### src/hdl/rgbi_pkg.sv
// Shared types, constants and codes for the rectilinear grid bilinear interpolator.
// No dependencies.
package rgbi_pkg;
  localparam int MAX_X_POINTS_DEF = 16;
  localparam int MAX_Y_POINTS_DEF = 16;
  localparam int FRAC_BITS_DEF = 16;
  localparam int DATA_W = 32;
  localparam int KIND_W = 2;
  localparam int IDX_W = 4;
  localparam int CNT_W = 5;
  localparam int STAT_W = 2;

  localparam logic [KIND_W-1:0] KIND_LOAD_X = 2'd0;
  localparam logic [KIND_W-1:0] KIND_LOAD_Y = 2'd1;
  localparam logic [KIND_W-1:0] KIND_LOAD_G = 2'd2;
  localparam logic [KIND_W-1:0] KIND_QUERY = 2'd3;

  localparam logic [STAT_W-1:0] STAT_OK = 2'd0;
  localparam logic [STAT_W-1:0] STAT_OUTSIDE = 2'd1;
  localparam logic [STAT_W-1:0] STAT_ZERO_W = 2'd2;

  localparam logic [0:0] CFG_X_USED = 1'b0;
  localparam logic [0:0] CFG_Y_USED = 1'b1;

  typedef enum logic [4:0] {
    ST_IDLE, ST_SRCH_X, ST_SRCH_Y, ST_FET_X0, ST_FET_X1, ST_FET_Y0, ST_FET_Y1,
    ST_CHECK, ST_DIV_X, ST_DIV_Y, ST_G00, ST_G01, ST_G10, ST_G11,
    ST_M0, ST_M1, ST_M2, ST_M3, ST_M4, ST_M5, ST_OUT
  } state_t;

  // Multiply request to the shared multiply-accumulate unit
  typedef struct packed {
    logic              clr;
    logic              en;
    logic signed [DATA_W+1:0] a;
    logic signed [DATA_W+1:0] b;
  } mac_req_t;
endpackage

### src/hdl/rgbi_mac.sv
// Shared signed multiply-accumulate unit used for all blend products.
// Depends on rgbi_pkg.
module rgbi_mac (
  input  logic                     clk,
  input  rgbi_pkg::mac_req_t       req,
  output logic signed [2*rgbi_pkg::DATA_W+5:0] acc
);
  import rgbi_pkg::*;
  localparam int AW = 2*DATA_W + 6;
  logic signed [AW-1:0] acc_r, acc_nxt;
  logic signed [2*DATA_W+3:0] prod;

  // 34x34 product accumulated into a wide register; clr with en starts a new sum
  always_comb begin
    prod = req.a * req.b;
    acc_nxt = acc_r;
    if (req.clr) acc_nxt = req.en ? AW'(prod) : '0;
    else if (req.en) acc_nxt = acc_r + AW'(prod);
  end

  always_ff @(posedge clk) begin
    acc_r <= acc_nxt;
  end

  assign acc = acc_r;
endmodule

### config.mk
export PLATFORM = sky130hd
export DESIGN_NAME = rgbi_mac
export DESIGN_NICKNAME = d
export VERILOG_FILES = /design/src/hdl/rgbi_pkg.sv /design/src/hdl/rgbi_mac.sv
export SDC_FILE = /design/constraint.sdc
export NUM_CORES = 2
export LEC_CHECK = 0
export BUFFER_PORTS_ARGS = -buffer_cell sky130_fd_sc_hd__buf_2
export CAP_MARGIN = 5
export CORE_ASPECT_RATIO = 0.75
export CORE_MARGIN = 2
export CORE_UTILIZATION = 41
export CTS_BUF_LIST = sky130_fd_sc_hd__clkbuf_8
export CTS_CLUSTER_DIAMETER = 50
export DETAILED_ROUTE_END_ITERATION = 12
export HOLD_SLACK_MARGIN = 0.06
export PLACE_DENSITY = 0.66
export SYNTH_ARGS = -nofsm -noshare
export SYNTH_HDL_FRONTEND = slang
export SYNTH_SLANG_ARGS = --single-unit
### constraint.sdc
create_clock -name clk -period 14.5 [get_ports clk]
set_input_delay 1.45 -clock clk [delete_from_list [all_inputs] [get_ports clk]]
set_output_delay 1.45 -clock clk [all_outputs]
set_load 0.01 [all_outputs]
==> flow_summary.ini <==
[status]
status = finished, final reports clean

[die]
fp.dieH_um = 301
core_area_mm2 = 0.116
die_x_um = 400
rows = 108
dieArea_mm2 = 0.120
initial_utilization_pct = 41.5
boundaryPins = 141

[sta]
timing.fmax_ghz = 0.0833
worst_slew_pin_slew_ns = 0.968
fin_tns_setup_ns = 0
hold_viol = 0
post-route-min-period_ns = 12.01
relSlewSlack_pct = 35.3
finalSetupViolations = 0
fin_crit_sh_pct = 82.8
rsz0062_at_grt = false
finalClockSkew_ns = 0.0232
drv_slew = 0

[cts]
hold_buffers = 0
numCtsBuffers = 9
h-tree-depth = 3
cts_tree = built
clk_latency_ns = 0.41
cts_resized = 0
clk_pin_slew_ns = 0.09
cts_setup_buffers = 0
clock-sinks = 70
cts_buffer_depth = 2
cts_root_buffer = clkbuf_8

[place]
globalplace.congestion = 0.926
dp_hpwl_mm = 111
port_buffers = 140

[synth]
yosysTopAreaCellShare_pct = 51.6
syn-cell-area_mm2 = 0.0482
seq_area_frac_synth_pct = 4.36
synth_seq_cells = 70
yosysWarnings = 0
ys_top_cells_by_area = fa_1 (52%), inv_1 (9.7%), and2_1 (8.0%)
synth_ff_type = edfxtp_1
synth_nets = 6790
synth_cell_types = 89
synthCells = 5199
avgSynthCellArea_um2 = 9.27
async_flop_share_pct = 0
yosysTopAreaCell = fa_1
synth_edf_count = 70

[worst_setup_path]
critPathKind = in -> reg
cp.required_ns = 14.67
crit_path_start_kind = input port
critPathMaxStageDelay_ns = 0.62
cpMostUsedCell = fa_1
crit_path_top_delay_cell = buf_2
rr_startpoint = acc[0]
worstPathArrival_ns = 12.18
crit_fanout = 34
startpoint = req[10]
cp-end-kind = register

[global_route]
grt_pass1_vias = 36800
gr-total-overflow = 0
grt_max_degree = 63
grtUsageTotal_pct = 23.2
grt_pass1_wl_mm = 217
grt_antenna_before_repair = 2

[job]
cap_violations = 0

[final_layout]
nets = 6711
syn_to_final_growth_pct = 4.24
largest_reg_flops = 70
drive_above_1_share_pct = 4.45

[route]
vias = 35000
avgRoutedWirePerCell_um = 20.1
ant_nets = 0
drc = 0
dr.first_iter.drc_count = 2896
finalWirelength_mm = 134
dr.pass1.iters = 6
vias_per_cell = 5.25

[hold_path]
hp-class = reg -> reg
hold_start = acc[0]
worst max-delay path, delay by kind of cell:
kind	cells	cell delay [ns]
adder cells (fa/ha/maj)	10	5.00
AO/OA/AOI/OAI	10	2.26
AND/OR/NAND/NOR	8	2.15
buffers and inverters	7	1.01
XOR/XNOR	2	0.26
stage by stage:
| stage | hold WS (ns) | utilization (%) | setup WS (ns) | cell area, um^2 | std cells |
|---|---|---|---|---|---|
| 5_1_grt | 0.797 | 43.3 | 1.98 | 50200 | 6666 |
| 4_1_cts | 0.770 | 43.3 | 2.59 | 50200 | 6665 |
| 3_3_place_gp | 0.743 | 43.1 | 2.19 | 50000 | 6649 |
| 6_report | 0.766 | 43.3 | 2.49 | 50200 | 6666 |
| 3_5_place_dp | 0.748 | 43.1 | 2.22 | 50000 | 6649 |
| 2_1_floorplan | 0.745 | - | 3.58 | 48200 | 5199 |
synth_stat cells (14+ instances only):
cell      count
nand2b_1     27
edfxtp_1     70
a21o_1       75
nor2_1       89
xor2_1       51
nand4_1      27
nand2_1     628
o21ai_0      77
o21ai_1      28
o21bai_1     23
nor2b_1      14
clkbuf_1    246
a21oi_1     128
xnor2_1      90
a22o_1       32
fa_1       1242
inv_1      1241
and2_1      614
a31oi_1      14
ha_1        278
nand3_1      27
layout by cell type, fill, tap and decap left out, types with 4 or more instances in the layout:
cell,synthesis,layout
nand3_1,27,27
o21bai_1,23,23
inv_1,1241,1242
xor2_1,51,51
nor3_1,11,11
fa_1,1242,1242
edfxtp_1,70,70
xnor2_1,90,90
o21ai_2,6,6
clkbuf_8,0,9
o211ai_1,8,8
or2_2,5,5
buf_4,0,24
a22o_1,32,32
buf_2,3,140
nand2_1,628,628
o31ai_1,6,6
a211oi_1,6,6
nor2b_1,14,14
a21oi_2,9,9
o21ai_0,77,77
a21o_1,75,75
o21ai_1,28,28
nand4_1,27,27
o21a_1,11,11
a31oi_1,14,14
nor2_1,89,89
nand2b_1,27,27
and2_1,614,613
a221o_1,4,4
or3_1,9,9
ha_1,278,278
a211o_1,10,10
and3_1,10,10
a21oi_1,128,128
metal layers:
metal  GRT usage [%]  share of wire, %
met5               0            0.0097
met1            36.0                46
met2            35.0                45
met4            2.93               1.3
met3            3.66               8.0
path summary, 6_finish.rpt:
kind / end / slack [ns] / depth (start not counted)
max: acc[66] / 2.49 / 37
min: acc[0] / 0.77 / 2
max reg2reg: acc[66] / 10.26 / 14
min reg2reg: acc[0] / 0.77 / 2
cell families after synthesis:
kind of cell | after synthesis | synth area share, %
xor gates and xnor gates | 142 | 2.61
and+or+nand+nor | 1474 | 15.4
adders and majority gates | 1520 | 58.8
buffers and inverters | 1496 | 11.7
DFF | 70 | 4.36
AOI/OAI and AO/OA | 497 | 7.17
final cells by class:
class | instances | area (um^2)
multi-input combinational | 3633 | 40500
sequential | 70 | 2100
fill | 11200 | 65800
clock buffer | 9 | 124
clock inverter | 7 | 72.6
inverter | 1242 | 4660
timing repair buffer | 164 | 881
tap | 1540 | 1930
antenna | 1 | 2.50
Power is left out: the tool's default activity adds up to more than one toggle a clock period on the data nets, which glitch-free logic cannot reach.
