File: config.mk
export PLATFORM = sky130hd
export DESIGN_NAME = rgbi_divider
export DESIGN_NICKNAME = d
export VERILOG_FILES = /design/src/hdl/rgbi_pkg.sv /design/src/hdl/rgbi_divider.sv
export SDC_FILE = /design/constraint.sdc
export NUM_CORES = 1
export LEC_CHECK = 0
export BUFFER_PORTS_ARGS = -buffer_cell sky130_fd_sc_hd__buf_2
export CORE_MARGIN = 2
export CORE_UTILIZATION = 60
export DETAILED_ROUTE_END_ITERATION = 16
export GPL_TIMING_DRIVEN = 0
export PLACE_DENSITY = 0.85
export SKIP_CTS_REPAIR_TIMING = 1
export SYNTH_ARGS = -nofsm -noshare
export SYNTH_HDL_FRONTEND = slang
export SYNTH_SLANG_ARGS = --single-unit
File: constraint.sdc
create_clock -name clk -period 4.7 [get_ports clk]
set_input_delay 0.94 -clock clk [delete_from_list [all_inputs] [get_ports clk]]
set_output_delay 0.94 -clock clk [all_outputs]
set_load 0.005 [all_outputs]
File: src/hdl/rgbi_pkg.sv
// Shared types, constants and codes for the rectilinear grid bilinear interpolator.
// No dependencies.
package rgbi_pkg;
  localparam int MAX_X_POINTS_DEF = 16;
  localparam int MAX_Y_POINTS_DEF = 16;
  localparam int FRAC_BITS_DEF = 16;
  localparam int DATA_W = 32;
  localparam int KIND_W = 2;
  localparam int IDX_W = 4;
  localparam int CNT_W = 5;
  localparam int STAT_W = 2;

  localparam logic [KIND_W-1:0] KIND_LOAD_X = 2'd0;
  localparam logic [KIND_W-1:0] KIND_LOAD_Y = 2'd1;
  localparam logic [KIND_W-1:0] KIND_LOAD_G = 2'd2;
  localparam logic [KIND_W-1:0] KIND_QUERY = 2'd3;

  localparam logic [STAT_W-1:0] STAT_OK = 2'd0;
  localparam logic [STAT_W-1:0] STAT_OUTSIDE = 2'd1;
  localparam logic [STAT_W-1:0] STAT_ZERO_W = 2'd2;

  localparam logic [0:0] CFG_X_USED = 1'b0;
  localparam logic [0:0] CFG_Y_USED = 1'b1;

  typedef enum logic [4:0] {
    ST_IDLE, ST_SRCH_X, ST_SRCH_Y, ST_FET_X0, ST_FET_X1, ST_FET_Y0, ST_FET_Y1,
    ST_CHECK, ST_DIV_X, ST_DIV_Y, ST_G00, ST_G01, ST_G10, ST_G11,
    ST_M0, ST_M1, ST_M2, ST_M3, ST_M4, ST_M5, ST_OUT
  } state_t;

  // Multiply request to the shared multiply-accumulate unit
  typedef struct packed {
    logic              clr;
    logic              en;
    logic signed [DATA_W+1:0] a;
    logic signed [DATA_W+1:0] b;
  } mac_req_t;
endpackage

File: src/hdl/rgbi_divider.sv
// Restoring divider, one quotient bit per cycle, for the interpolation weights.
// Depends on rgbi_pkg.
module rgbi_divider #(
  parameter int NUM_W = 49,
  parameter int DEN_W = 33
) (
  input  logic             clk,
  input  logic             rst_n,
  input  logic             start,
  input  logic [NUM_W-1:0] num,
  input  logic [DEN_W-1:0] den,
  output logic             done,
  output logic [NUM_W-1:0] quot
);
  import rgbi_pkg::*;
  localparam int CW = $clog2(NUM_W + 1);

  logic [NUM_W-1:0] q_r, q_nxt;
  logic [DEN_W:0] rem_r, rem_nxt;
  logic [DEN_W-1:0] den_r;
  logic [CW-1:0] cnt_r, cnt_nxt;
  logic busy_r, busy_nxt;
  logic [DEN_W:0] trial;

  // one shift-subtract step per cycle
  always_comb begin
    trial = {rem_r[DEN_W-1:0], q_r[NUM_W-1]};
    q_nxt = q_r;
    rem_nxt = rem_r;
    cnt_nxt = cnt_r;
    busy_nxt = busy_r;
    if (start) begin
      q_nxt = num;
      rem_nxt = '0;
      cnt_nxt = CW'(NUM_W);
      busy_nxt = 1'b1;
    end else if (busy_r) begin
      if (trial >= {1'b0, den_r}) begin
        rem_nxt = trial - {1'b0, den_r};
        q_nxt = {q_r[NUM_W-2:0], 1'b1};
      end else begin
        rem_nxt = trial;
        q_nxt = {q_r[NUM_W-2:0], 1'b0};
      end
      cnt_nxt = cnt_r - 1'b1;
      if (cnt_r == CW'(1)) busy_nxt = 1'b0;
    end
  end

  always_ff @(posedge clk) begin
    if (!rst_n) begin
      busy_r <= 1'b0;
      cnt_r <= '0;
    end else begin
      busy_r <= busy_nxt;
      cnt_r <= cnt_nxt;
    end
    q_r <= q_nxt;
    rem_r <= rem_nxt;
    if (start) den_r <= den;
  end

  assign done = busy_r && (cnt_r == CW'(1));
  assign quot = q_nxt;
endmodule

==> results by group, run 1 <==
Synth
  • Synth area leader: dfxtp_1
  • FFs w/ async S/R, synth: 0%
  • Top FF cell, synth: dfxtp_1
  • Yosys cell types: 60
  • Synth top area share: 25.4%
  • Top-count cell post-synth: nand2_1
  • Synthesized area: 0.00701 sq mm
  • Net Count, Synth: 909
  • Top post-synthesis cells by area: dfxtp_1 25%, edfxtp_1 14%, mux2i_1 7.3%
  • Synthesized flop and latch total: 122
  • Synth warn: 0
  • Syn_area_per_cell: 8.89 sq um
  • Register area share after synthesis: 39.6%
  • Mapped Cells: 788
  • Commonest cells in the netlist: 127 x nand2_1, 89 x dfxtp_1, 70 x o21ai_0, 54 x nor2_1, 52 x inv_1
  • EDFF count, synth: 33

Global routing
  • Layer with the highest usage: met2
  • Largest net degree at the start of global routing: 38
  • Met3 Track Usage GR: 7.51%
  • Initial antenna violation count: 0
  • First-pass GRT wire length: 28,600 um
  • Vias in the first global route: 6,083
  • GRT met2 Usage: 47.8%
  • Aggregate global-route resource usage: 28.0%
  • Met1 Use GR: 34.3%
  • Total grt overflow: 0

CTS
  • Maximum clock path buffer count: 2
  • Clock sink count: 122
  • # H-tree levels: 4
  • CTS tree: yes
  • Clk_lat worst skew: 420 ps
  • Reg clk slew, reported paths: 60 ps
  • Root Driver: clkbuf_16
  • Num CTS Buffers: 17

Critical path
  • Worst Setup SP: start
  • Worst Setup Start Kind: input pin
  • Reg2Reg Launch Point: q_r[48]$_DFF_P_
  • Crit path cell chain: buf_2, clkbuf_1, clkbuf_1, clkbuf_1, nand2_1, o21ai_0, buf_2
  • Most used cell along the critical path: clkbuf_1
  • CP Max Fanout: 37
  • WP buf/inv: 5
  • Worst Setup End Kind: output pin
  • Slowest cell on the critical path: buf_2
  • Required time worst endpoint: 3760 ps
  • Critical path arrival: 3560 ps
  • Critical Path Max Stage Delay: 650 ps
  • R2r setup slk: 1550 ps
  • Delay-heaviest family, CP: buffers and inverters
  • WS Path Type: input pin to output pin

Die
  • Die Ht: 112 um
  • Die width: 112 um
  • # rows: 39
  • DIE AREA: 0.0126 sq mm
  • Initial Util: 61.4%
  • Core footprint: 0.0114 sq mm
  • Num ports: 135

Pwr
  • VDD IR max: 0.352 mV
  • Sequential fraction of design power: 37.4%
  • Switch share: 29.6%
  • Clock power share: 41.0%
  • Pwr Density: 388 mW/mm^2
  • Internal power: 2320 uW
  • Combinational fraction of design power: 21.5%
  • Sw Pwr: 976 uW
  • Static leakage: 0.00385 uW

STA
  • Fin crit period: 4500 ps
  • Clock Skew: 10.1 ps
  • Tcrit/Tclk final: 95.7%
  • Slew Limit Headroom: 42.7%
  • Hold Fails Final Rpt: 0
  • Final setup violating endpoints: 0
  • Worst hold slack: 504 ps
  • Final Slew Violations: 0
  • Max frequency: 222 MHz
  • Slew @ Worst Pin: 859 ps

Route
  • DR WL/cell: 15.6 um
  • Detailed Route Iter0 Violations: 437
  • Antenna-violating nets left: 0
  • Via count: 6,364
  • Drt drc: 0
  • Vias per std cell: 5.79
  • WL final: 17,100 um
  • Detailed-routing iteration count for the pre-antenna-repair pass: 5

Final layout
  • Final Net Count: 1,064
  • Design Area, Final: 0.00849 sq mm
  • Ant. Diodes: 0
  • Area Overhead vs Synth: 21.2%
  • Fillers: 897
  • Layout cell share with drive strength beyond 1: 22.6%

Placement
  • IO Port Bufs: 134
  • Placed cell areas: 0.00786 sq mm
  • Hpwl dp: 12,400 um
  • Final GP Congestion: 0.954

Outcome
  • Outcome: finished clean

Min path
  • Min-delay src: rem_r[10]$_SDFFE_PP0P_
  • Worst hold path class: flip-flop to flip-flop

Run
  • Maxcap violations: 0
## routing by layer
| metal | vias to the layer above | share of wire [%] |
|---|---|---|
| li1 | 3126 | - |
| met1 | 2966 | 42 |
| met2 | 233 | 48 |
| met3 | 39 | 7.1 |
| met4 | 0 | 2.2 |
| met5 | - | 0 |
## cells by family after synthesis
logic type	count (synthesis)	synth area share, %
compound gates	210	21.6
flops	122	39.6
buf+inv	100	6.38
xor+xnor	33	4.13
simple gates	236	14.5
mux	51	7.29
fa+ha+maj	36	6.54
## layout make-up
cell class / instances / area, sq um / share of cell area (%)
flip-flops and latches: 122 / 2770 / 32.7
plain buffers: 48 / 254 / 2.99
clock buffers: 17 / 425 / 5.01
inverters: 52 / 195 / 2.30
repair buffers: 136 / 686 / 8.08
well taps: 143 / 179 / 2.11
multi-input cells: 566 / 3790 / 44.6
clock inverters: 15 / 189 / 2.23
## power by group through the flow
| stage | clock network (uW) | logic, uW | registers [uW] |
|---|---|---|---|
| 4_1_cts | 1360 | 702 | 1230 |
| 3_5_place_dp | 0 | 693 | 1250 |
| 6_report | 1350 | 710 | 1230 |
| 5_1_grt | 1410 | 792 | 1240 |
| 3_3_place_gp | 0 | 682 | 1250 |
| 2_1_floorplan | 0 | 499 | 1240 |
## sequential cells by signal (all words and copies together) (netlist names)
register,count
q_r,49
busy_r,1
rem_r,33
den_r,33
cnt_r,6
## through the flow
stage	total power, uW	setup slack, ps	std cells	utilization, %	setup TNS, ps
finish	3300	204	1099	74.3	0
global route	3450	-19.6	1099	74.3	-19.6
CTS	3300	179	1097	74.2	0
detailed placement	1950	343	1065	68.8	0
global placement	1930	365	1065	68.8	0
floorplan	1740	1260	788	-	0
## path summary, 6_finish.rpt
kind                                                to  cells after the start
worst max-delay path                          quot[46]                      7
worst min-delay path            rem_r[10]$_SDFFE_PP0P_                      2
worst max register to register  rem_r[23]$_SDFFE_PP0P_                     13
worst min register to register  rem_r[10]$_SDFFE_PP0P_                      2
## cell usage in the layout, fill, tap and decap left out, types with 4 or more instances in the layout
cell       instances
a211oi_1           6
a21boi_0           5
a21o_1            16
a21oi_1           34
a311oi_1           8
a311oi_2          14
a31oi_1            9
and3_1             7
buf_1              5
buf_2            146
clkbuf_1          25
clkbuf_16         17
clkinv_4           4
dfxtp_1           89
edfxtp_1          33
ha_1              35
inv_1             52
inv_6              4
mux2i_1           51
nand2_1          127
nand3_1           13
nand4_1           10
nor2_1            53
nor2b_1            5
nor3_1            10
o21a_1             4
o21ai_0           70
o21bai_1           7
o31ai_1            6
xnor2_1           21
xor2_1            12
## tightest hold or removal path, cell delays in order, from the launching register on
cell      delay (ps)
dfxtp_1          320
nor2_1            90
a311oi_1          50
(Power assumes the default switching activity.)
==> run 2: changes to the inputs <==
Settings changed: CORE_UTILIZATION 60 to 55, PLACE_DENSITY 0.85 to 0.78.
==> run 2 against run 1 <==
Global-route usage shrank 2.5 points. Largest power group is now registers. Largest cell class unchanged. Fmax grew 2.0%. Critical endpoint is now quot[0]. First-iteration DRC count shrank 25%.
==> results by group, run 2 (synthesis gave the netlist of run 1 again) <==
STA
  • Worst hold slack: 496 ps (was 504 ps)
  • Final setup violating endpoints: 0 (unchanged)
  • Slew Limit Headroom: 45.9% (was 42.7%)
  • Slew @ Worst Pin: 811 ps (was 859 ps)
  • Fin crit period: 4410 ps (was 4500 ps)
  • Final worst setup slack: 292 ps (was 204 ps)
  • Max frequency: 227 MHz (was 222 MHz)
  • Hold Fails Final Rpt: 0 (unchanged)
  • Clock Skew: 9.52 ps (was 10.1 ps)
  • Final Slew Violations: 0 (unchanged)
  • Setup TNS: 0 ps (unchanged)
  • Tcrit/Tclk final: 93.8% (was 95.7%)

Critical path
  • Worst Setup Start Kind: flip-flop (was input pin)
  • Required time worst endpoint: 3760 ps (about the same)
  • Critical path arrival: 3470 ps (was 3560 ps)
  • Most used cell along the critical path: inv_1 (was clkbuf_1)
  • Slowest cell on the critical path: o41ai_4 (was buf_2)
  • Critical Path Max Stage Delay: 490 ps (was 650 ps)
  • CP Max Fanout: 10 (was 37)
  • R2r worst-path depth: 14 (was 13)
  • Reg2Reg Launch Point: q_r[48]$_DFF_P_ (unchanged)
  • Worst Setup End Kind: output pin (unchanged)
  • Delay-heaviest family, CP: compound AO/OA/AOI/OAI gates (was buffers and inverters)
  • WS Path Type: flip-flop to output pin (was input pin to output pin)
  • Crit path cell chain: inv_1, ha_1, inv_1, fa_1, a21oi_1, o221ai_2, a211oi_1, nor3_1, nor2_2, o41ai_4, clkbuf_4, mux2i_1, o21ai_0, buf_2 (was buf_2, clkbuf_1, clkbuf_1, clkbuf_1, nand2_1, o21ai_0, buf_2)
  • Worst R2R End: rem_r[24]$_SDFFE_PP0P_ (was rem_r[23]$_SDFFE_PP0P_)
  • R2r setup slk: 1500 ps (was 1550 ps)
  • WP buf/inv: 4 (was 5)

Route
  • Antenna-violating nets left: 0 (unchanged)
  • Drt drc: 0 (unchanged)
  • DR WL/cell: 14.8 um (was 15.6 um)
  • Detailed Route Iter0 Violations: 328 (was 437)
  • Detailed-routing iteration count for the pre-antenna-repair pass: 5 (unchanged)
  • WL final: 16,700 um (was 17,100 um)
  • Via count: 6,265 (was 6,364)
  • Vias per std cell: 5.55 (was 5.79)

Pwr
  • Pwr Density: 370 mW/mm^2 (was 388 mW/mm^2)
  • Static leakage: 0.00383 uW (was 0.00385 uW)
  • VDD IR max: 0.273 mV (was 0.352 mV)

Die
  • Num ports: 135 (unchanged)
  • Die Ht: 117 um (was 112 um)
  • Core footprint: 0.0125 sq mm (was 0.0114 sq mm)
  • # rows: 41 (was 39)
  • Initial Util: 56.0% (was 61.4%)
  • DIE AREA: 0.0137 sq mm (was 0.0126 sq mm)
  • Die width: 117 um (was 112 um)

Final layout
  • Area Overhead vs Synth: 20.9% (was 21.2%)
  • Most common cell after layout, fill and taps aside: buf_2 (unchanged)
  • Post-layout util: 67.7% (was 74.3%)
  • Fillers: 1,097 (was 897)
  • Final Net Count: 1,064 (unchanged)
  • Design Area, Final: 0.00847 sq mm (was 0.00849 sq mm)
  • Largest register FFs: 49 (unchanged)
  • Ant. Diodes: 0 (unchanged)
  • Biggest register: q_r (unchanged)
  • Largest regs: q_r (49), den_r (33), rem_r (33) (unchanged)
  • Most frequent cells in the layout: 145 x buf_2, 127 x nand2_1, 89 x dfxtp_1 (was 146 x buf_2, 127 x nand2_1, 89 x dfxtp_1)
  • Layout cell share with drive strength beyond 1: 22.3% (was 22.6%)

Global routing
  • Largest net degree at the start of global routing: 38 (unchanged)
  • Aggregate global-route resource usage: 25.5% (was 28.0%)
  • Total grt overflow: 0 (unchanged)
  • Vias in the first global route: 5,912 (was 6,083)
  • Initial antenna violation count: 0 (unchanged)
  • First-pass GRT wire length: 27,100 um (was 28,600 um)

Min path
  • Hold Path End: rem_r[6]$_SDFFE_PP0P_ (was rem_r[10]$_SDFFE_PP0P_)
  • Hold path cells: 2 (unchanged)
  • Min-delay src: rem_r[5]$_SDFFE_PP0P_ (was rem_r[10]$_SDFFE_PP0P_)
  • Worst hold path class: flip-flop to flip-flop (unchanged)

CTS
  • Maximum clock path buffer count: 2 (unchanged)
  • Num CTS Buffers: 17 (unchanged)
  • Reg clk slew, reported paths: 60 ps (about the same)
  • CTS tree: yes (unchanged)
  • # H-tree levels: 4 (unchanged)
  • Root Driver: clkbuf_16 (unchanged)
  • Clk_lat worst skew: 420 ps (about the same)
  • Clock sink count: 122 (unchanged)

Placement
  • Final GP Congestion: 0.935 (was 0.954)
  • DP Worst Slack: 218 ps (was 343 ps)
  • IO Port Bufs: 134 (unchanged)
  • Placed cell areas: 0.00789 sq mm (was 0.00786 sq mm)
  • Hpwl dp: 12,500 um (was 12,400 um)

Outcome
  • Outcome: finished clean (unchanged)

Run
  • Maxcap violations: 0 (unchanged)
==> run 2: layer usage <==
metal | vias up | track usage, % | wire (um) | share of wire [%]
met3 | 33 | 8.24 | 1100 | 6.6
met4 | 0 | 9.33 | 359 | 2.1
li1 | 3125 | - | - | -
met1 | 2896 | 30.2 | 7250 | 43
met5 | - | 0 | 0 | 0
met2 | 211 | 43.5 | 7990 | 48
==> run 2: worst max path at each step <==
stage	start	endpoint	cells past startpoint
after global routing	q_r[48]$_DFF_P_	quot[0]	14
after detailed placement	start	quot[46]	7
after floorplan	q_r[48]$_DFF_P_	quot[0]	13
after CTS	q_r[48]$_DFF_P_	quot[0]	14
final	q_r[48]$_DFF_P_	quot[0]	14
after global placement	start	quot[46]	7
==> run 2: worst register-to-register path: stages, from the launching register on <==
cell and delay (ps):
dfxtp_1 320, inv_1 50, ha_1 210, inv_1 80
fa_1 230, a21oi_1 110, o221ai_2 290, a211oi_1 160
nor3_1 230, nor2_2 110, o41ai_4 490, buf_4 210
buf_2 230, nand2_1 110, a311oi_2 270
==> run 2: report_power, final <==
group / switching, uW / internal [uW] / total, uW / leakage [uW]
combinational: 409 / 298 / 707 / 0.00249
sequential: 53.1 / 1180 / 1230 / 0.00106
clock: 476 / 717 / 1190 / 0.000272
==> run 2: area by class of cell <==
| class | count | area, sq um | share of cell area (%) |
|---|---|---|---|
| clock buffer | 19 | 464 | 5.48 |
| inverter | 52 | 195 | 2.30 |
| multi-input combinational | 566 | 3790 | 44.7 |
| buffer | 48 | 254 | 3.00 |
| sequential | 122 | 2770 | 32.7 |
| tap | 172 | 215 | 2.54 |
| clock inverter | 13 | 90.1 | 1.06 |
| timing repair buffer | 136 | 688 | 8.13 |
==> run 2: stage by stage <==
stage / total power, uW / cells
after floorplan: 1740 / 788
after global placement: 1940 / 1094
after detailed placement: 1950 / 1094
after CTS: 3140 / 1126
after global routing: 3290 / 1128
final: 3130 / 1128
==> run 3: changes to the inputs <==
Settings changed: MAX_ROUTING_LAYER set to met4.
==> run 3 against run 2 <==
Final area about the same. Critical path depth stayed put. Sequential power about the same. First-iteration DRC count is 14% higher. Global-route usage rose by 0.84 points. Sequential cell count is the same. Critical endpoint unchanged. Largest cell class unchanged.
==> results by group, run 3 (synthesis gave the netlist of run 1 again) <==
Die
  • Initial Util: 56.0% (unchanged)
  • DIE AREA: 0.0137 sq mm (unchanged)
  • Core footprint: 0.0125 sq mm (unchanged)
  • # rows: 41 (unchanged)
  • Die Ht: 117 um (unchanged)
  • Num ports: 135 (unchanged)
  • Die width: 117 um (unchanged)

STA
  • Worst hold slack: 497 ps (was 496 ps)
  • Setup TNS: 0 ps (unchanged)
  • Tcrit/Tclk final: 93.6% (was 93.8%)
  • RSZ-0062 raised after global routing: false
  • Clock Skew: 11.0 ps (was 9.52 ps)
  • Max frequency: 227 MHz (about the same)
  • Final Slew Violations: 0 (unchanged)
  • Final setup violating endpoints: 0 (unchanged)
  • Final worst setup slack: 302 ps (was 292 ps)
  • Hold Fails Final Rpt: 0 (unchanged)
  • Fin crit period: 4400 ps (was 4410 ps)
  • Slew @ Worst Pin: 882 ps (was 811 ps)
  • Slew Limit Headroom: 41.2% (was 45.9%)

Min path
  • Hold path cells: 2 (unchanged)
  • Hold Path End: rem_r[6]$_SDFFE_PP0P_ (unchanged)
  • Min-delay src: rem_r[5]$_SDFFE_PP0P_ (unchanged)
  • Worst hold path class: flip-flop to flip-flop (unchanged)

Global routing
  • Aggregate global-route resource usage: 26.3% (was 25.5%)
  • Vias in the first global route: 5,824 (was 5,912)
  • Largest net degree at the start of global routing: 38 (unchanged)
  • Initial antenna violation count: 0 (unchanged)
  • First-pass GRT wire length: 27,200 um (was 27,100 um)
  • Total grt overflow: 0 (unchanged)

Route
  • WL final: 17,100 um (was 16,700 um)
  • Antenna-violating nets left: 0 (unchanged)
  • DR WL/cell: 15.1 um (was 14.8 um)
  • Detailed Route Iter0 Violations: 375 (was 328)
  • Detailed-routing iteration count for the pre-antenna-repair pass: 5 (unchanged)
  • Drt drc: 0 (unchanged)
  • Vias per std cell: 5.49 (was 5.55)
  • Via count: 6,192 (was 6,265)

Critical path
  • CP Max Fanout: 10 (unchanged)
  • Slowest cell on the critical path: o41ai_4 (unchanged)
  • R2r setup slk: 1500 ps (about the same)
  • WS Path Type: flip-flop to output pin (unchanged)
  • Required time worst endpoint: 3760 ps (about the same)
  • Crit path cell chain: inv_1, ha_1, inv_1, fa_1, a21oi_1, o221ai_2, a211oi_1, nor3_1, nor2_1, o41ai_4, buf_4, mux2i_1, o21ai_0, buf_2 (was inv_1, ha_1, inv_1, fa_1, a21oi_1, o221ai_2, a211oi_1, nor3_1, nor2_2, o41ai_4, clkbuf_4, mux2i_1, o21ai_0, buf_2)
  • R2r worst-path depth: 13 (was 14)
  • Critical path arrival: 3460 ps (was 3470 ps)
  • Worst Setup End Kind: output pin (unchanged)
  • Most used cell along the critical path: inv_1 (unchanged)
  • Worst R2R End: rem_r[23]$_SDFFE_PP0P_ (was rem_r[24]$_SDFFE_PP0P_)
  • Delay-heaviest family, CP: compound AO/OA/AOI/OAI gates (unchanged)
  • Worst Setup Start Kind: flip-flop (unchanged)
  • Reg2Reg Launch Point: q_r[48]$_DFF_P_ (unchanged)
  • WP buf/inv: 4 (unchanged)
  • Critical Path Max Stage Delay: 540 ps (was 490 ps)

Final layout
  • Layout cell share with drive strength beyond 1: 21.9% (was 22.3%)
  • Most common cell after layout, fill and taps aside: buf_2 (unchanged)
  • Final Non-Filler Cells: 1,127 (was 1,128)
  • Area Overhead vs Synth: 20.8% (was 20.9%)
  • Most frequent cells in the layout: 146 x buf_2, 127 x nand2_1, 89 x dfxtp_1 (was 145 x buf_2, 127 x nand2_1, 89 x dfxtp_1)
  • Largest regs: q_r (49), den_r (33), rem_r (33) (unchanged)
  • Ant. Diodes: 0 (unchanged)
  • Final Net Count: 1,063 (was 1,064)
  • Biggest register: q_r (unchanged)
  • Fillers: 1,096 (was 1,097)
  • Design Area, Final: 0.00846 sq mm (was 0.00847 sq mm)
  • Largest register FFs: 49 (unchanged)

CTS
  • Maximum clock path buffer count: 2 (unchanged)
  • CTS tree: yes (unchanged)
  • Reg clk slew, reported paths: 50 ps (was 60 ps)
  • # H-tree levels: 4 (unchanged)
  • Root Driver: clkbuf_16 (unchanged)
  • Clock sink count: 122 (unchanged)
  • Num CTS Buffers: 17 (unchanged)
  • Clk_lat worst skew: 420 ps (about the same)

Placement
  • Final GP Congestion: 0.964 (was 0.935)
  • DP Cell Count: 1,094 (unchanged)
  • Placed cell areas: 0.00789 sq mm (unchanged)
  • Hpwl dp: 12,400 um (was 12,500 um)
  • IO Port Bufs: 134 (unchanged)
  • DP Worst Slack: 303 ps (was 218 ps)

Pwr
  • Static leakage: 0.00381 uW (was 0.00383 uW)
  • Pwr Density: 374 mW/mm^2 (was 370 mW/mm^2)
  • VDD IR max: 0.290 mV (was 0.273 mV)

Outcome
  • Outcome: finished clean (unchanged)

Run
  • Maxcap violations: 0 (unchanged)
[run 3: changes by cell type in the layout (fill, tap and decap cells not counted), moves of 2 or more]
| cell | change |
|---|---|
| clkbuf_1 | +4 |
| inv_6 | -3 |
| clkbuf_4 | -2 |
| clkinv_1 | -2 |
[run 3: final cells by class]
type	count	area [sq um]	area share (%)
multi-input cells	566	3790	44.8
flip-flops and latches	122	2770	32.8
repair buffers	135	678	8.02
clock buffers	22	465	5.50
plain buffers	48	254	3.00
well taps	172	215	2.54
inverters	52	195	2.31
clock inverters	10	93.8	1.11
[run 3: metrics by stage]
step           power, uW  util [%]
4_1_cts             3170      67.5
3_3_place_gp        1940      63.0
2_1_floorplan       1740         -
6_report            3160      67.6
3_5_place_dp        1950      63.0
5_1_grt             3310      67.6
[run 3: metal layers]
layer	global-route usage [%]	part of all wire, %
met1	31.0	44
met2	43.5	48
met3	6.85	6.1
met4	9.80	1.7
met5	-	0
[run 3: worst max-delay path by stage]
stage / from / end / slack [ps] / cells past startpoint
3_5_place_dp: start / quot[45] / 300 / 7
4_1_cts: q_r[48]$_DFF_P_ / quot[0] / 230 / 14
3_3_place_gp: start / quot[46] / 330 / 7
2_1_floorplan: q_r[48]$_DFF_P_ / quot[0] / 1260 / 13
6_report: q_r[48]$_DFF_P_ / quot[0] / 300 / 14
5_1_grt: q_r[48]$_DFF_P_ / quot[0] / 4 / 14
[run 3: power breakdown]
| part | total, uW | switching [uW] | internal, uW |
|---|---|---|---|
| sequential | 1230 | 53.7 | 1180 |
| combinational | 706 | 410 | 297 |
| clock | 1220 | 465 | 756 |
[run 3: worst reg2reg max path, delay by kind of cell, from the launching register on]
family,cells,cell delay (ps)
compound gates,5,1380
fa+ha+maj,2,440
buf+inv,3,480
flops,1,330
simple gates,3,490
